File: config.mk
export PLATFORM = sky130hd
export DESIGN_NAME = cbr_front
export DESIGN_NICKNAME = d
export VERILOG_FILES = /design/src/hw/rtl/cbr_pkg.sv /design/src/hw/rtl/cbr_front.sv
export SDC_FILE = /design/constraint.sdc
export NUM_CORES = 1
export LEC_CHECK = 0
export BUFFER_PORTS_ARGS = -buffer_cell sky130_fd_sc_hd__clkbuf_2
export CAP_MARGIN = 15
export CORE_UTILIZATION = 30
export DETAILED_ROUTE_END_ITERATION = 7
export PLACE_DENSITY = 0.61
export SYNTH_ARGS = -nofsm -noshare
export SYNTH_HDL_FRONTEND = slang
export SYNTH_SLANG_ARGS = --single-unit
File: constraint.sdc
create_clock -name clk -period 9.48 [get_ports clk]
set_clock_uncertainty 0.1 [all_clocks]
set_input_delay 0.948 -clock clk [delete_from_list [all_inputs] [get_ports clk]]
set_output_delay 0.948 -clock clk [all_outputs]
set_load 0.05 [all_outputs]
File: src/hw/rtl/cbr_pkg.sv
// Types, constants and helpers shared by the conv3x3_bn_relu_plane design.
`timescale 1ns / 1ps
package cbr_pkg;

    localparam int POS_W   = 10;  // row/column index, widest supported plane
    localparam int CNT_W   = 11;  // counters and effective dimensions
    localparam int TAP_N   = 9;
    localparam int Q_DEPTH = 4;
    localparam int SUM_W   = 36;  // nine 32-bit products

    localparam logic KIND_WEIGHT = 1'b0;
    localparam logic KIND_PIXEL  = 1'b1;

    localparam logic [2:0] REG_IMG_WIDTH   = 3'd0;
    localparam logic [2:0] REG_IMG_HEIGHT  = 3'd1;
    localparam logic [2:0] REG_IN_CHANNELS = 3'd2;
    localparam logic [2:0] REG_BIAS        = 3'd3;
    localparam logic [2:0] REG_BN_SCALE    = 3'd4;
    localparam logic [2:0] REG_BN_SHIFT    = 3'd5;
    localparam logic [2:0] REG_RELU_ENABLE = 3'd6;

    typedef struct packed {
        logic               kind;
        logic [3:0]         weight_index;
        logic signed [15:0] value;
    } in_item_t;

    typedef struct packed {
        logic signed [15:0] out_value;
        logic [6:0]         out_row;
        logic [6:0]         out_col;
        logic               run_last;
        logic               plane_done;
    } res_item_t;

    typedef struct packed {
        logic [CNT_W-1:0]   w;
        logic [CNT_W-1:0]   h;
        logic [CNT_W-1:0]   nc;
        logic signed [31:0] bias;
        logic signed [15:0] scale;
        logic signed [15:0] shift;
        logic               relu;
    } cfg_t;

    typedef struct packed {
        logic               is_pixel;
        logic [3:0]         tap_idx;
        logic signed [15:0] value;
        logic [POS_W-1:0]   row;
        logic [POS_W-1:0]   col;
        logic [1:0]         mod3;
        logic               first_ch;
        logic               last_ch;
    } cmd_t;

    typedef enum logic [3:0] {
        B_IDLE, B_NEXT, B_RD, B_MUL, B_SUM, B_ARD, B_AWR, B_F1, B_F2, B_F3, B_ADV
    } back_state_t;

    // (m + d) mod 3 for m, d in 0..2
    function automatic logic [1:0] mod3_add(input logic [1:0] m, input logic [1:0] d);
        logic [2:0] s;
        s = {1'b0, m} + {1'b0, d};
        if (s >= 3'd3)
            s = s - 3'd3;
        return s[1:0];
    endfunction

endpackage

File: src/hw/rtl/cbr_front.sv
// Front part: takes input transfers, tracks raster position, queues commands.
`timescale 1ns / 1ps
module cbr_front
    import cbr_pkg::*;
(
    input  logic     clk,
    input  logic     rst_n,
    input  cfg_t     cfg,
    input  logic     pix_valid,
    output logic     pix_stall,
    input  in_item_t pix_data,
    output logic     q_push,
    output cmd_t     q_data,
    input  logic     q_full
);
    logic [CNT_W-1:0] row_reg, col_reg, ch_reg;
    logic [CNT_W-1:0] row_next, col_next, ch_next;
    logic [1:0]       m3_reg, m3_next;
    logic [CNT_W-1:0] r0, c0, ch0;
    logic [1:0]       m0;

    assign pix_stall = q_full;
    assign q_push    = pix_valid && !q_full;

    always_comb
    begin
        // position of this pixel, wrapping stale counters
        r0  = row_reg;
        c0  = col_reg;
        ch0 = ch_reg;
        m0  = m3_reg;
        if (c0 >= cfg.w)
        begin
            c0 = '0;
            r0 = r0 + 1'b1;
            m0 = mod3_add(m0, 2'd1);
        end
        if (r0 >= cfg.h)
        begin
            r0  = '0;
            m0  = '0;
            ch0 = ch0 + 1'b1;
        end
        if (ch0 >= cfg.nc)
        begin
            ch0 = '0;
        end

        // position of the next pixel
        col_next = c0 + 1'b1;
        row_next = r0;
        m3_next  = m0;
        ch_next  = ch0;
        if (col_next >= cfg.w)
        begin
            col_next = '0;
            row_next = r0 + 1'b1;
            m3_next  = mod3_add(m0, 2'd1);
            if (row_next >= cfg.h)
            begin
                row_next = '0;
                m3_next  = '0;
                ch_next  = ch0 + 1'b1;
                if (ch_next >= cfg.nc)
                begin
                    ch_next = '0;
                end
            end
        end

        q_data.is_pixel = (pix_data.kind == KIND_PIXEL);
        q_data.tap_idx  = pix_data.weight_index;
        q_data.value    = pix_data.value;
        q_data.row      = r0[POS_W-1:0];
        q_data.col      = c0[POS_W-1:0];
        q_data.mod3     = m0;
        q_data.first_ch = (ch0 == '0);
        q_data.last_ch  = (ch0 == cfg.nc - 1'b1);
    end

    always_ff @(posedge clk or negedge rst_n)
    begin
        if (!rst_n)
        begin
            row_reg <= '0;
            col_reg <= '0;
            ch_reg  <= '0;
            m3_reg  <= '0;
        end
        else if (q_push && pix_data.kind == KIND_PIXEL)
        begin
            row_reg <= row_next;
            col_reg <= col_next;
            ch_reg  <= ch_next;
            m3_reg  <= m3_next;
        end
    end
endmodule

==> metrics <==
outcome complete, no violations; overall die width 136 um; CP Class input pin to flip-flop; layout cells sized above 1 0.148; Worst Setup End Kind flip-flop; worst skew pair latency a little under 0.3 ns; RSZ-0062 raised after global routing false; overall routing resource usage 0.165; Initial Util 0.309; H-tree Lvls 2; post-synth cell types 73; clk slew on worst S/H paths 0.06 ns; DRT iter0 DRCs slightly above 300; Leak around 0.0030 uW; sequential area share after synthesis 0.163; crit-path most repeated cell ha_1; HPWL Detailed approximately 12000 um; HP Class flip-flop to flip-flop; core area 0.0174 sq mm; CP endpoint ch_reg[9]; ys async rst share 1.00; post-route total power roughly 1100 uW; CTS sink cnt 35; Synth Cell Area approximately 0.0054 sq mm; vias in the first global route around 4900; die area between 0.015 and 0.02 sq mm; top cells by area, synth ha_1, dfrtp_1, xnor2_1; final setup TNS 0 ns; clock buffer count from CTS 5; Int Power slightly below 600 uW; CTS tree yes; most used flip-flop cell after synthesis dfrtp_1; clock share of power 0.171; flop2flop setup slack ~1.1 ns; crit start category input pin; worst path required time 9.59 ns; PD cells 188 mW/mm^2; YS warnings 0; Final Wtd Congestion approximately 0.87; EDFF count, synth 0; Worst R2R Path Depth 36; initial antenna violation count 0; FF-to-FF End ch_reg[9]; reg2reg start col_reg[10]; Final min period approximately 8.8 ns; syn_nets roughly 900; Slew @ Worst Pin slightly below 1 ns; Flop pwr share 0.206; pin count of the biggest net entering global routing between 40 and 50; Critical path origin cfg[97]; max cap viols 0; Final Max Tran Viols 0; CP max stage delay 0.55 ns; # IOs 170; switching share of power 0.487; Mapped Avg Cell Area 7.63 sq um; Layout Nets 948; Initial DRT Pass Iterations 4; post-CTS setup buffer count 0; Worst VDD drop 0.0000887 V; DR vias/cell about 5.3; Clock Path Buffers 2; critical path fanouts, max 8; Final setup viols 0; FP Rows 48; Port Buf Inserts between 60 and 70; drt drc 0; Max Freq about 110 MHz; vias approximately 5200; Mapped Cells 705; n_diodes 0; WP data arrival 8.90 ns; ANT nets after route 0; Synth area leader ha_1; Yosys top cell area share 0.177; P&R area growth vs syn 12.7%; Routed WL per cell between 15 and 20 um; Comb power frac 0.623; Worst path slowest cell or4_1; hold_buf cts 0; Hold Vio Cnt, Final 0; switching power 556 uW; Fill cells 1886; Synth Register Bits 35; clock root buffer clkbuf_16; Routed WL roughly 15000 um; grt total ovfl 0; Worst slew margin 0.353; first-pass GRT wire length 24500 um; period utilization 0.927; Die Y 136 um; Resized Gates After CTS 0; Final Core Density 0.348
## cells in the mapped netlist (9+ instances only)
master and instances:
xor2_1 14, nand2_1 64, nor2_1 42, a31oi_1 9, nand4_1 13, buf_4 22, nand3_1 32, a21oi_1 45
xnor2_1 41, a21o_1 17, and3_1 18, ha_1 76, clkbuf_1 29, dfrtp_1 35, nand2b_1 9, and2_1 16
inv_1 53, o21ai_0 29, nor3_1 18
## placed cells by master, fill, tap and decap left out, drive strengths merged, types with 4 or more instances in the layout
cell type / Yosys / layout
o2111ai: 4 / 4
nand2: 64 / 64
inv: 54 / 55
ha: 76 / 76
nand3: 32 / 32
buf: 23 / 25
mux2i: 8 / 8
a221oi: 7 / 7
a211o: 4 / 4
nor4: 5 / 5
or3: 4 / 4
clkbuf: 29 / 69
nand4: 14 / 14
a31oi: 9 / 9
a211oi: 5 / 5
nor3: 19 / 19
and2: 17 / 17
dfrtp: 35 / 35
xor2: 14 / 14
xnor2: 41 / 41
o21ai: 33 / 33
a21o: 17 / 17
o21a: 4 / 4
nor2b: 6 / 6
a22o: 5 / 5
nand2b: 9 / 9
nor2: 43 / 43
and3: 18 / 18
a21oi: 46 / 46
nor4b: 4 / 4
and4: 6 / 6
## power by group through the flow
stage / sequential (uW) / clock [uW] / combinational [uW]
floorplan: 209 / 0 / 563
global placement: 235 / 0 / 694
detailed placement: 236 / 0 / 704
CTS: 233 / 198 / 710
global route: 241 / 205 / 792
finish: 235 / 196 / 711
## kinds of logic (layout without fill, tap and decap cells)
kind of cell / count (synthesis) / count (layout) / share of synthesized area
XOR/XNOR: 55 / 55 / 0.0895
adder cells (fa/ha/maj): 76 / 76 / 0.177
AND/OR/NAND/NOR: 251 / 251 / 0.243
buffers and inverters: 107 / 152 / 0.0902
flip-flops: 35 / 35 / 0.163
multiplexers: 9 / 9 / 0.0177
AO/OA/AOI/OAI: 172 / 172 / 0.221
## area by class of cell
type	instances	area [sq um]	share of cell area
inverters	55	206	0.0340
clock buffers	5	125	0.0206
repair buffers	89	508	0.0838
well taps	225	282	0.0464
flip-flops and latches	35	876	0.144
clock inverters	3	47.5	0.00784
multi-input cells	563	4020	0.663
## layer usage
metal	global-route usage	routed length [um]
met1	0.235	7510
met2	0.268	6720
met3	0.0209	673
met4	0.0265	66
met5	0	0
## worst max-delay path: cells and delay by family
| kind | cells | cell delay, ns |
|---|---|---|
| simple gates | 16 | 3.27 |
| compound gates | 8 | 1.63 |
| fa+ha+maj | 5 | 1.40 |
| buf+inv | 6 | 0.87 |
| xor+xnor | 2 | 0.47 |
| mux | 1 | 0.28 |
## stage by stage
step	hold slack (ns)	cells	cell area [sq um]	worst slack [ns]
after floorplan	0.362	705	5380	0.539
after global placement	0.395	967	5890	0.553
after detailed placement	0.401	967	5890	0.511
after CTS	0.420	975	6060	0.737
after global routing	0.461	975	6060	0.0394
final	0.415	975	6060	0.692
## worst min path at each step
stage,from,to,cells past startpoint
final,col_reg[0],col_reg[0],2
after global routing,col_reg[1],col_reg[1],2
after CTS,col_reg[0],col_reg[0],2
after detailed placement,col_reg[0],col_reg[0],2
after global placement,col_reg[0],col_reg[0],2
after floorplan,col_reg[0],col_reg[0],2
Note: power is estimated with default switching activity, not from simulation.
