File: config.mk
export PLATFORM = sky130hd
export DESIGN_NAME = cbr_queue
export DESIGN_NICKNAME = d
export VERILOG_FILES = /design/src/hw/rtl/cbr_pkg.sv /design/src/hw/rtl/cbr_queue.sv
export SDC_FILE = /design/constraint.sdc
export NUM_CORES = 1
export LEC_CHECK = 0
export BUFFER_PORTS_ARGS = -buffer_cell sky130_fd_sc_hd__buf_2
export CORE_ASPECT_RATIO = 0.8
export CORE_UTILIZATION = 57
export DETAILED_ROUTE_END_ITERATION = 8
export PLACE_DENSITY_LB_ADDON = 0.15
export SLEW_MARGIN = 20
export SYNTH_ARGS = -nofsm -noshare
export SYNTH_HDL_FRONTEND = slang
export SYNTH_SLANG_ARGS = --single-unit
File: constraint.sdc
create_clock -name clk -period 2.73 [get_ports clk]
set_input_delay 0 -clock clk [delete_from_list [all_inputs] [get_ports clk]]
set_output_delay 0 -clock clk [all_outputs]
set_load 0.005 [all_outputs]
File: src/hw/rtl/cbr_pkg.sv
// Types, constants and helpers shared by the conv3x3_bn_relu_plane design.
`timescale 1ns / 1ps
package cbr_pkg;

    localparam int POS_W   = 10;  // row/column index, widest supported plane
    localparam int CNT_W   = 11;  // counters and effective dimensions
    localparam int TAP_N   = 9;
    localparam int Q_DEPTH = 4;
    localparam int SUM_W   = 36;  // nine 32-bit products

    localparam logic KIND_WEIGHT = 1'b0;
    localparam logic KIND_PIXEL  = 1'b1;

    localparam logic [2:0] REG_IMG_WIDTH   = 3'd0;
    localparam logic [2:0] REG_IMG_HEIGHT  = 3'd1;
    localparam logic [2:0] REG_IN_CHANNELS = 3'd2;
    localparam logic [2:0] REG_BIAS        = 3'd3;
    localparam logic [2:0] REG_BN_SCALE    = 3'd4;
    localparam logic [2:0] REG_BN_SHIFT    = 3'd5;
    localparam logic [2:0] REG_RELU_ENABLE = 3'd6;

    typedef struct packed {
        logic               kind;
        logic [3:0]         weight_index;
        logic signed [15:0] value;
    } in_item_t;

    typedef struct packed {
        logic signed [15:0] out_value;
        logic [6:0]         out_row;
        logic [6:0]         out_col;
        logic               run_last;
        logic               plane_done;
    } res_item_t;

    typedef struct packed {
        logic [CNT_W-1:0]   w;
        logic [CNT_W-1:0]   h;
        logic [CNT_W-1:0]   nc;
        logic signed [31:0] bias;
        logic signed [15:0] scale;
        logic signed [15:0] shift;
        logic               relu;
    } cfg_t;

    typedef struct packed {
        logic               is_pixel;
        logic [3:0]         tap_idx;
        logic signed [15:0] value;
        logic [POS_W-1:0]   row;
        logic [POS_W-1:0]   col;
        logic [1:0]         mod3;
        logic               first_ch;
        logic               last_ch;
    } cmd_t;

    typedef enum logic [3:0] {
        B_IDLE, B_NEXT, B_RD, B_MUL, B_SUM, B_ARD, B_AWR, B_F1, B_F2, B_F3, B_ADV
    } back_state_t;

    // (m + d) mod 3 for m, d in 0..2
    function automatic logic [1:0] mod3_add(input logic [1:0] m, input logic [1:0] d);
        logic [2:0] s;
        s = {1'b0, m} + {1'b0, d};
        if (s >= 3'd3)
            s = s - 3'd3;
        return s[1:0];
    endfunction

endpackage

File: src/hw/rtl/cbr_queue.sv
// Small command FIFO between the front and back parts.
`timescale 1ns / 1ps
module cbr_queue
    import cbr_pkg::*;
(
    input  logic clk,
    input  logic rst_n,
    input  logic push,
    input  cmd_t push_data,
    input  logic pop,
    output cmd_t head,
    output logic full,
    output logic empty
);
    localparam int QA_W = $clog2(Q_DEPTH);

    cmd_t              mem_reg [Q_DEPTH];
    logic [QA_W-1:0]   wr_ptr_reg, rd_ptr_reg;
    logic [QA_W:0]     count_reg;

    assign full  = (count_reg == (QA_W+1)'(Q_DEPTH));
    assign empty = (count_reg == '0);
    assign head  = mem_reg[rd_ptr_reg];

    always_ff @(posedge clk or negedge rst_n)
    begin
        if (!rst_n)
        begin
            wr_ptr_reg <= '0;
            rd_ptr_reg <= '0;
            count_reg  <= '0;
        end
        else
        begin
            if (push)
            begin
                wr_ptr_reg <= wr_ptr_reg + 1'b1;
            end
            if (pop)
            begin
                rd_ptr_reg <= rd_ptr_reg + 1'b1;
            end
            if (push && !pop)
            begin
                count_reg <= count_reg + 1'b1;
            end
            else if (pop && !push)
            begin
                count_reg <= count_reg - 1'b1;
            end
        end
    end

    always_ff @(posedge clk)
    begin
        if (push)
        begin
            mem_reg[wr_ptr_reg] <= push_data;
        end
    end
endmodule

==> impl_metrics.ini, run 1 <==
[run_status]
status = completed

[yosys]
synthSimpleGateAreaFrac = 0.00706
yosysUniqueCellTypes = 20
synth-xor-area-share = 0.00761
synth_warnings = 0
synth_ff_type = edfxtp_1
synth-compound-area-share = 0.000725
yosys.area.top_type = edfxtp_1
synth-seq-cells = 187
yosys.cell_count.top_type = edfxtp_1
yosysSeqAreaShare = 0.808
synth-edff-count = 180
syn_nets = 324
async_reset_ff_frac = 0.0374
postSynthCellCount = 269
synthesis.area_um2 = 6910
synth_common_cells = edfxtp_1 (180), mux4_2 (45), dfrtp_1 (7)
syn_avg_cell_area_um2 = 25.7
synth-adder-area-share = 0.0120
synth_top_area_share = 0.782
synth_area_leaders = edfxtp_1 (78%), mux4_2 (15%), dfrtp_1 (2.5%)
synth_mux_area_frac = 0.148
synth_top_family_by_area = multiplexers

[run]
max-cap-violations = 0

[routing]
post_drt_wl_per_cell_um = 20.0
finalWirelength_mm = 11.8
drc = 0
num_vias = 3253
firstDrtPassIters = 6
drtIter0Drc = 280
ant_nets = 0
vias_per_cell = 5.49

[pwr]
ir_drop_v = 0.000671
powerDensity_nw_per_um2 = 1000
power_leakage_nw = 3.05

[floorplanning]
ios = 96
core_area_um2 = 11600
rows = 35
die_w_um = 125
start_util = 0.593
die_h_um = 100
dieArea_um2 = 12600

[global_routing]
grt_max_degree = 46
grt_usage = 0.205
grt_antenna_before_repair = 0
grt_pass1_wl_mm = 18.4
grt_pass1_vias = 3514
grt_overflow = 0

[setup_path]
arrival_ns = 2.13
r2r_slack_ns = 0.87
rr_worst_depth = 4
crit_path_start_kind = flip-flop
reg2reg_from = wr_ptr_reg[1]
crit_type = reg2out
rr_endpoint = mem_reg[1][19]
worstPathMaxFanout = 29
crit_path_end_kind = output pin
critical_path_required_ns = 2.73

[sta]
skew_ns = 0.00419
min_period_ns = 2.13
drv_slew = 0
totalNegativeSetupSlack_ns = 0
relSlewSlack = 0.544
fmax_mhz = 469
fin_ws_ns = 0.600
worst_pin_slew_ns = 0.684
rsz0062_at_grt = no
setup_viol = 0
timing.final.hold_violations = 0
final.period_utilization = 0.780

[clock_tree]
cts_tree = built
cts_buffers = 17
ctsResizeCount = 0
root_buffer = clkbuf_16
cts_hold_buf = 49
path_clk_slew_ns = 0.07
clkLatencyLatePin_ns = 0.42
post-cts-setup-buffer-count = 0
clockBufferDepth = 2
htree_levels = 4
cts.sinks = 187

[min_path]
min_path_cells = 2
hold_path.class = in2reg
min_to = mem_reg[3][21]
hold_start = push_data[21]

[placed_design]
preCtsSetupSlack_ns = 0.853
port_buffers = 95
hpwl_mm = 7.04
gp_congestion = 0.737

[layout]
drive_above_1_share = 0.421
final_nets = 486
largest_reg_flops = 180
area_growth_pct = 25.3
antenna_cells = 0
fillCellCount = 687
==> logic make-up (layout without fill, tap and decap cells) <==
logic type / after synthesis / count (layout)
AND/OR/NAND/NOR: 9 / 9
AO/OA/AOI/OAI: 1 / 1
flip-flops: 187 / 187
XOR/XNOR: 6 / 6
adder cells (fa/ha/maj): 6 / 6
buffers and inverters: 14 / 189
multiplexers: 46 / 46
==> worst max-delay path by stage <==
stage                        startpoint             end  slack [ns]  cells past startpoint
after global routing      rd_ptr_reg[0]         head[6]        0.47                      3
after detailed placement  wr_ptr_reg[1]  mem_reg[1][29]        0.85                      4
after floorplan           wr_ptr_reg[0]   mem_reg[2][0]        0.63                      3
final                     rd_ptr_reg[0]         head[6]        0.60                      3
after global placement    wr_ptr_reg[1]  mem_reg[1][29]        0.93                      4
after CTS                 rd_ptr_reg[0]         head[6]        0.55                      3
==> routing by layer <==
metal	part of all wire	vias up	track usage
met2	0.50	102	0.334
met4	0.013	0	0.0816
met3	0.053	16	0.0610
li1	-	1461	-
met5	0	-	0
met1	0.44	1674	0.265
==> stage by stage <==
step           power, mW  hold WS (ns)  instance area [um^2]  cells  utilization
5_1_grt             9.04         0.315                  8660    592        0.743
6_report            8.66         0.320                  8660    592        0.743
4_1_cts             8.76         0.309                  8660    592        0.743
2_1_floorplan       5.48        -0.296                  6910    269            -
3_3_place_gp        6.29        -0.160                  7580    511        0.651
3_5_place_dp        6.33        -0.156                  7580    511        0.651
==> layout make-up <==
type / count / area, um^2 / area share
Timing Repair Buffer: 153 / 1070 / 0.124
Clock inverter: 15 / 155 / 0.0179
Inverter: 4 / 15.0 / 0.00173
Sequential cell: 187 / 5590 / 0.645
Tap cell: 148 / 185 / 0.0214
Clock buffer: 17 / 425 / 0.0491
Multi-Input combinational cell: 68 / 1220 / 0.141
==> cell usage in the layout (no fill, tap or decap), drive strengths merged <==
master,n
nor2,1
bufinv,1
clkinv,2
buf,104
inv,12
xnor2,2
mux4,45
mux2,1
dfrtp,7
clkbuf,17
clkinvlp,4
fa,1
nor3,1
dlygate4sd3,49
ha,5
nand2,2
xor2,4
nor3b,1
and2,4
o21ai,1
edfxtp,180
==> worst max-delay path, cell delays in order (launching register included) <==
cell and delay (ns):
dfrtp_4 0.68, buf_12 0.30, mux4_2 0.56, buf_2 0.15
==> power breakdown <==
group / switching, mW / total (mW) / internal (mW)
clock network: 1.09 / 2.38 / 1.29
logic: 1.00 / 2.21 / 1.21
registers: 0.305 / 4.07 / 3.76
total: 2.39 / 8.66 / 6.26
Note: power is estimated with default switching activity, not from simulation.
==> run 2, diff against run 1 <==
--- a/config.mk
+++ b/config.mk
@@ -7,7 +7,7 @@
 export LEC_CHECK = 0
 export BUFFER_PORTS_ARGS = -buffer_cell sky130_fd_sc_hd__buf_2
 export CORE_ASPECT_RATIO = 0.8
-export CORE_UTILIZATION = 57
+export CORE_UTILIZATION = 51
 export DETAILED_ROUTE_END_ITERATION = 8
 export PLACE_DENSITY_LB_ADDON = 0.15
 export SLEW_MARGIN = 20
==> constraint.sdc (replaced) <==
create_clock -name clk -period 1.7 [get_ports clk]
set_input_delay 0 -clock clk [delete_from_list [all_inputs] [get_ports clk]]
set_output_delay 0 -clock clk [all_outputs]
set_load 0.005 [all_outputs]
==> run 2 against run 1 <==
The flow now finishes with violations (negative setup slack). Sequential cell count is the same. Routed wire length grew 1.5%. Clock skew is essentially flat. Critical path type unchanged.
==> impl_metrics.ini, run 2 (synthesis results as in run 1) <==
[routing]
drc = 0
highest_layer = met4
finalWirelength_mm = 12.0
firstDrtPassIters = 4
wl_met3_um = 473
vias_per_cell = 5.17
met1_length_mm = 5.52
post_drt_wl_per_cell_um = 19.0
num_vias = 3271
drtIter0Drc = 180
wl_met2_mm = 5.88
ant_nets = 0

[sta]
timing.final.hold_violations = 0
drv_slew = 0
min_period_ns = 1.81
fmax_mhz = 552
fin_hold_ws_ns = 0.331
totalNegativeSetupSlack_ns = -3.43
relSlewSlack = 0.734
fin_ws_ns = -0.113
setup_viol = 45
worst_pin_slew_ns = 0.398
skew_ns = 0.00424
final.period_utilization = 1.07
rsz0062_at_grt = yes

[setup_path]
rr_endpoint = mem_reg[3][24]
crit_top_cell = buf_12
r2r_slack_ns = 0.24
arrival_ns = 1.81
path_cells = buf_12 > buf_12 > mux4_2 > buf_2
critical_path_required_ns = 1.70
crit_type = reg2out
worstPathMaxFanout = 7
rr_worst_depth = 3
worstSetupEndpoint = head[41]
crit_path_end_kind = output pin
cpMaxStageDelayCell = dfrtp_4
startpoint = rd_ptr_reg[0]
crit_path_start_kind = flip-flop
reg2reg_from = wr_ptr_reg[0]
max_stage_delay_ns = 0.50

[layout]
antenna_cells = 0
final_nets = 500
drive_above_1_share = 0.439
multi_input_area_um2 = 1220
fillCellCount = 860
stdcell_count = 633
largest_reg_flops = 180
layout_commonest_cell = edfxtp_1
seq_area_um2 = 5590
area_growth_pct = 29.2
final_cell_mix = edfxtp_1 (180), buf_2 (93), dlygate4sd3_1 (49)
final_util = 0.684

[global_routing]
grt_pass1_vias = 3459
grt_max_degree = 37
grt_overflow = 0
grt_antenna_before_repair = 0
grt_pass1_wl_mm = 18.6
grt_usage = 0.184

[placed_design]
dp.cells = 546
hpwl_mm = 7.17
port_buffers = 95
gp_congestion = 0.709
preCtsSetupSlack_ns = 0.238

[run_status]
status = finished, violations left
violations = negative setup slack

[pwr]
power_leakage_nw = 3.17
ir_drop_v = 0.000974
powerDensity_nw_per_um2 = 1620

[clock_tree]
cts_buffers = 17
cts_tree = built
clockBufferDepth = 2
path_clk_slew_ns = 0.07
clkLatencyLatePin_ns = 0.42
root_buffer = clkbuf_16
cts.sinks = 187
htree_levels = 4

[floorplanning]
core_area_um2 = 13100
die_w_um = 132
start_util = 0.529
die_h_um = 106
dieArea_um2 = 14000
rows = 37
ios = 96

[min_path]
min_path_cells = 2
hold_path.class = in2reg

[run]
max-cap-violations = 0
[run 2: what timing repair did]
action,CTS,global route
endpoints found under the setup margin,45,45
endpoints found under the hold margin,191,0
buffers inserted,1,4
cloned,0,1
gates resized for setup,0,10
hold buffers,49,0
[run 2: area by class of cell]
type,instances,share of cell area
clock buffers,17,0.0477
clock inverters,15,0.0160
inverters,4,0.00168
multi-input cells,68,0.137
flip-flops and latches,187,0.626
well taps,175,0.0245
repair buffers,167,0.148
[run 2: through the flow]
| stage | total power, mW | instance area (um^2) |
|---|---|---|
| after floorplan | 8.79 | 6910 |
| after global placement | 10.5 | 7750 |
| after detailed placement | 10.5 | 7750 |
| after CTS | 14.3 | 8820 |
| after global routing | 15.2 | 8930 |
| final | 14.5 | 8930 |
[run 2: worst max-delay path: cells and delay by family, from the launching register on]
family | cells | cell delay, ns
buffers and inverters | 3 | 0.44
multiplexers | 1 | 0.45
flip-flops | 1 | 0.50
[run 2: how the worst min path moves through the flow]
| stage | startpoint | end | slack [ns] |
|---|---|---|---|
| after floorplan | rst_n | count_reg[0] | -0.30 |
| after global placement | rst_n | count_reg[0] | -0.15 |
| after detailed placement | rst_n | count_reg[2] | -0.15 |
| after CTS | push_data[7] | mem_reg[2][7] | 0.31 |
| after global routing | push_data[33] | mem_reg[1][33] | 0.32 |
| final | push_data[7] | mem_reg[2][7] | 0.33 |
[run 2: power by group]
group / total (mW) / leakage (nW) / switching, mW / internal (mW)
registers: 6.34 / 1.73 / 0.301 / 6.04
logic: 4.40 / 1.16 / 1.94 / 2.46
clock network: 3.74 / 0.275 / 1.69 / 2.05
total: 14.5 / 3.17 / 3.93 / 10.5
[run 2: routing by layer]
| layer | GRT usage | vias up |
|---|---|---|
| li1 | - | 1491 |
| met1 | 0.246 | 1692 |
| met2 | 0.295 | 77 |
| met3 | 0.0482 | 11 |
| met4 | 0.0673 | 0 |
| met5 | 0 | - |
==> run 3, diff against run 2 <==
--- a/config.mk
+++ b/config.mk
@@ -7,7 +7,7 @@
 export LEC_CHECK = 0
 export BUFFER_PORTS_ARGS = -buffer_cell sky130_fd_sc_hd__buf_2
 export CORE_ASPECT_RATIO = 0.8
-export CORE_UTILIZATION = 51
+export CORE_UTILIZATION = 50
 export DETAILED_ROUTE_END_ITERATION = 8
 export PLACE_DENSITY_LB_ADDON = 0.15
 export SLEW_MARGIN = 20
==> run 3 against run 2 <==
The flow still finishes with violations (negative setup slack). Worst hold slack is essentially flat. Combinational power grew 2%. Die area grew 2.0%. Sequential cell count is the same. Sequential power is essentially flat.
==> impl_metrics.ini, run 3 (synthesis results as in run 1) <==
[run_status]
status = finished, violations left
violations = negative setup slack

[routing]
vias_per_cell = 5.15
ant_nets = 0
firstDrtPassIters = 4
drtIter0Drc = 250
drc = 0
post_drt_wl_per_cell_um = 19.0
finalWirelength_mm = 12.1
num_vias = 3281

[clock_tree]
root_buffer = clkbuf_16
cts_buffers = 17
cts_tree = built
cts.sinks = 187
clkLatencyLatePin_ns = 0.42
path_clk_slew_ns = 0.06
clockBufferDepth = 2
htree_levels = 4

[sta]
drv_slew = 0
fmax_mhz = 552
final.period_utilization = 1.07
fin_hold_ws_ns = 0.330
worst_pin_slew_ns = 0.336
setup_viol = 45
skew_ns = 0.00493
fin_ws_ns = -0.112
timing.final.hold_violations = 0
totalNegativeSetupSlack_ns = -3.68
relSlewSlack = 0.776
rsz0062_at_grt = yes
min_period_ns = 1.81

[pwr]
power_leakage_nw = 3.21
p_int_mw = 11.1
powerDensity_nw_per_um2 = 1660
seq_power_share = 0.426
comb_power_share = 0.300
switchingPower_mw = 3.89
power_frac_clock = 0.273
switching_share = 0.260
ir_drop_v = 0.00107

[layout]
drive_above_1_share = 0.440
fin_area_um2 = 9020
final_nets = 500
largest_reg_flops = 180
antenna_cells = 0
area_growth_pct = 30.6
layout_commonest_cell = edfxtp_1
final_cell_mix = edfxtp_1 (180), buf_2 (91), dlygate4sd3_1 (49)
stdcell_count = 637

[floorplanning]
die_w_um = 133
start_util = 0.512
dieArea_um2 = 14300
rows = 38
die_h_um = 107
ios = 96
core_area_um2 = 13500

[global_routing]
grt_max_degree = 46
grt_antenna_before_repair = 0
grt_usage = 0.178
grt_pass1_wl_mm = 18.1
grt_overflow = 0
grt_pass1_vias = 3318

[placed_design]
hpwl_mm = 7.25
gp_congestion = 0.698
dpl_cell_area_um2 = 7740
preCtsSetupSlack_ns = 0.232
port_buffers = 95
dp.cells = 549

[setup_path]
worstPathMaxFanout = 7
crit_type = reg2out
crit_path_start_kind = flip-flop
crit_path_end_kind = output pin
critical_path_required_ns = 1.70
arrival_ns = 1.81

[run]
max-cap-violations = 0

[min_path]
hold_path.class = in2reg
run 3: cell count changes in the layout (fill, tap and decap cells not counted), moves of 2 or more:
cell       previous run  this run
clkbuf_16            18        20
clkinv_4              4         2
bufinv_16             1         4
buf_2                93        91
inv_8                 2         0
run 3: final timing paths:
check / from / end / slack (ns) / cells past startpoint
min reg2reg: count_reg[2] / count_reg[2] / 0.49 / 1
max reg2reg: wr_ptr_reg[0] / mem_reg[0][40] / 0.24 / 4
min in group asynchronous: rst_n / count_reg[1] / 0.53 / 3
min: push_data[39] / mem_reg[3][39] / 0.33 / 2
max in group asynchronous: rst_n / rd_ptr_reg[1] / 0.89 / 3
max: rd_ptr_reg[0] / head[29] / -0.11 / 4
run 3: worst max-delay path, stage by stage, from the launching register on:
cell and delay, ns:
dfrtp_4 0.43, buf_12 0.14, clkbuf_16 0.17, mux4_2 0.51
buf_2 0.14
run 3: power by group through the flow:
stage / Sequential [mW] / Combinational (mW) / Clock, mW
floorplan: 6.29 / 2.50 / 0
global placement: 6.47 / 3.96 / 0
detailed placement: 6.52 / 3.99 / 0
CTS: 6.41 / 4.17 / 4.16
global route: 6.44 / 4.83 / 4.35
finish: 6.37 / 4.49 / 4.08
run 3: metal layers:
layer / track usage / wire (um) / up-vias
met2: 0.273 / 5810 / 80
met4: 0.0560 / 180 / 0
met3: 0.0515 / 455 / 16
met1: 0.250 / 5650 / 1697
met5: 0 / 0 / -
li1: - / - / 1488
run 3: timing repair:
action,in CTS,in global routing
gates cloned,0,3
hold buffers,49,0
endpoints found under the hold margin,191,0
gates resized for setup,2,11
setup endpoints to repair,42,45
setup buffers,3,2
run 3: cell type report:
class / count / area [um^2]
well taps: 180 / 225
clock inverters: 14 / 194
multi-input cells: 68 / 1220
fillers: 922 / 4480
flip-flops and latches: 187 / 5590
repair buffers: 167 / 1360
clock buffers: 17 / 425
inverters: 4 / 15.0
run 3: per-stage QoR:
step	total power [mW]	util
after global placement	10.4	0.574
after CTS	14.7	0.658
final	14.9	0.668
after global routing	15.6	0.668
after detailed placement	10.5	0.574
after floorplan	8.79	-
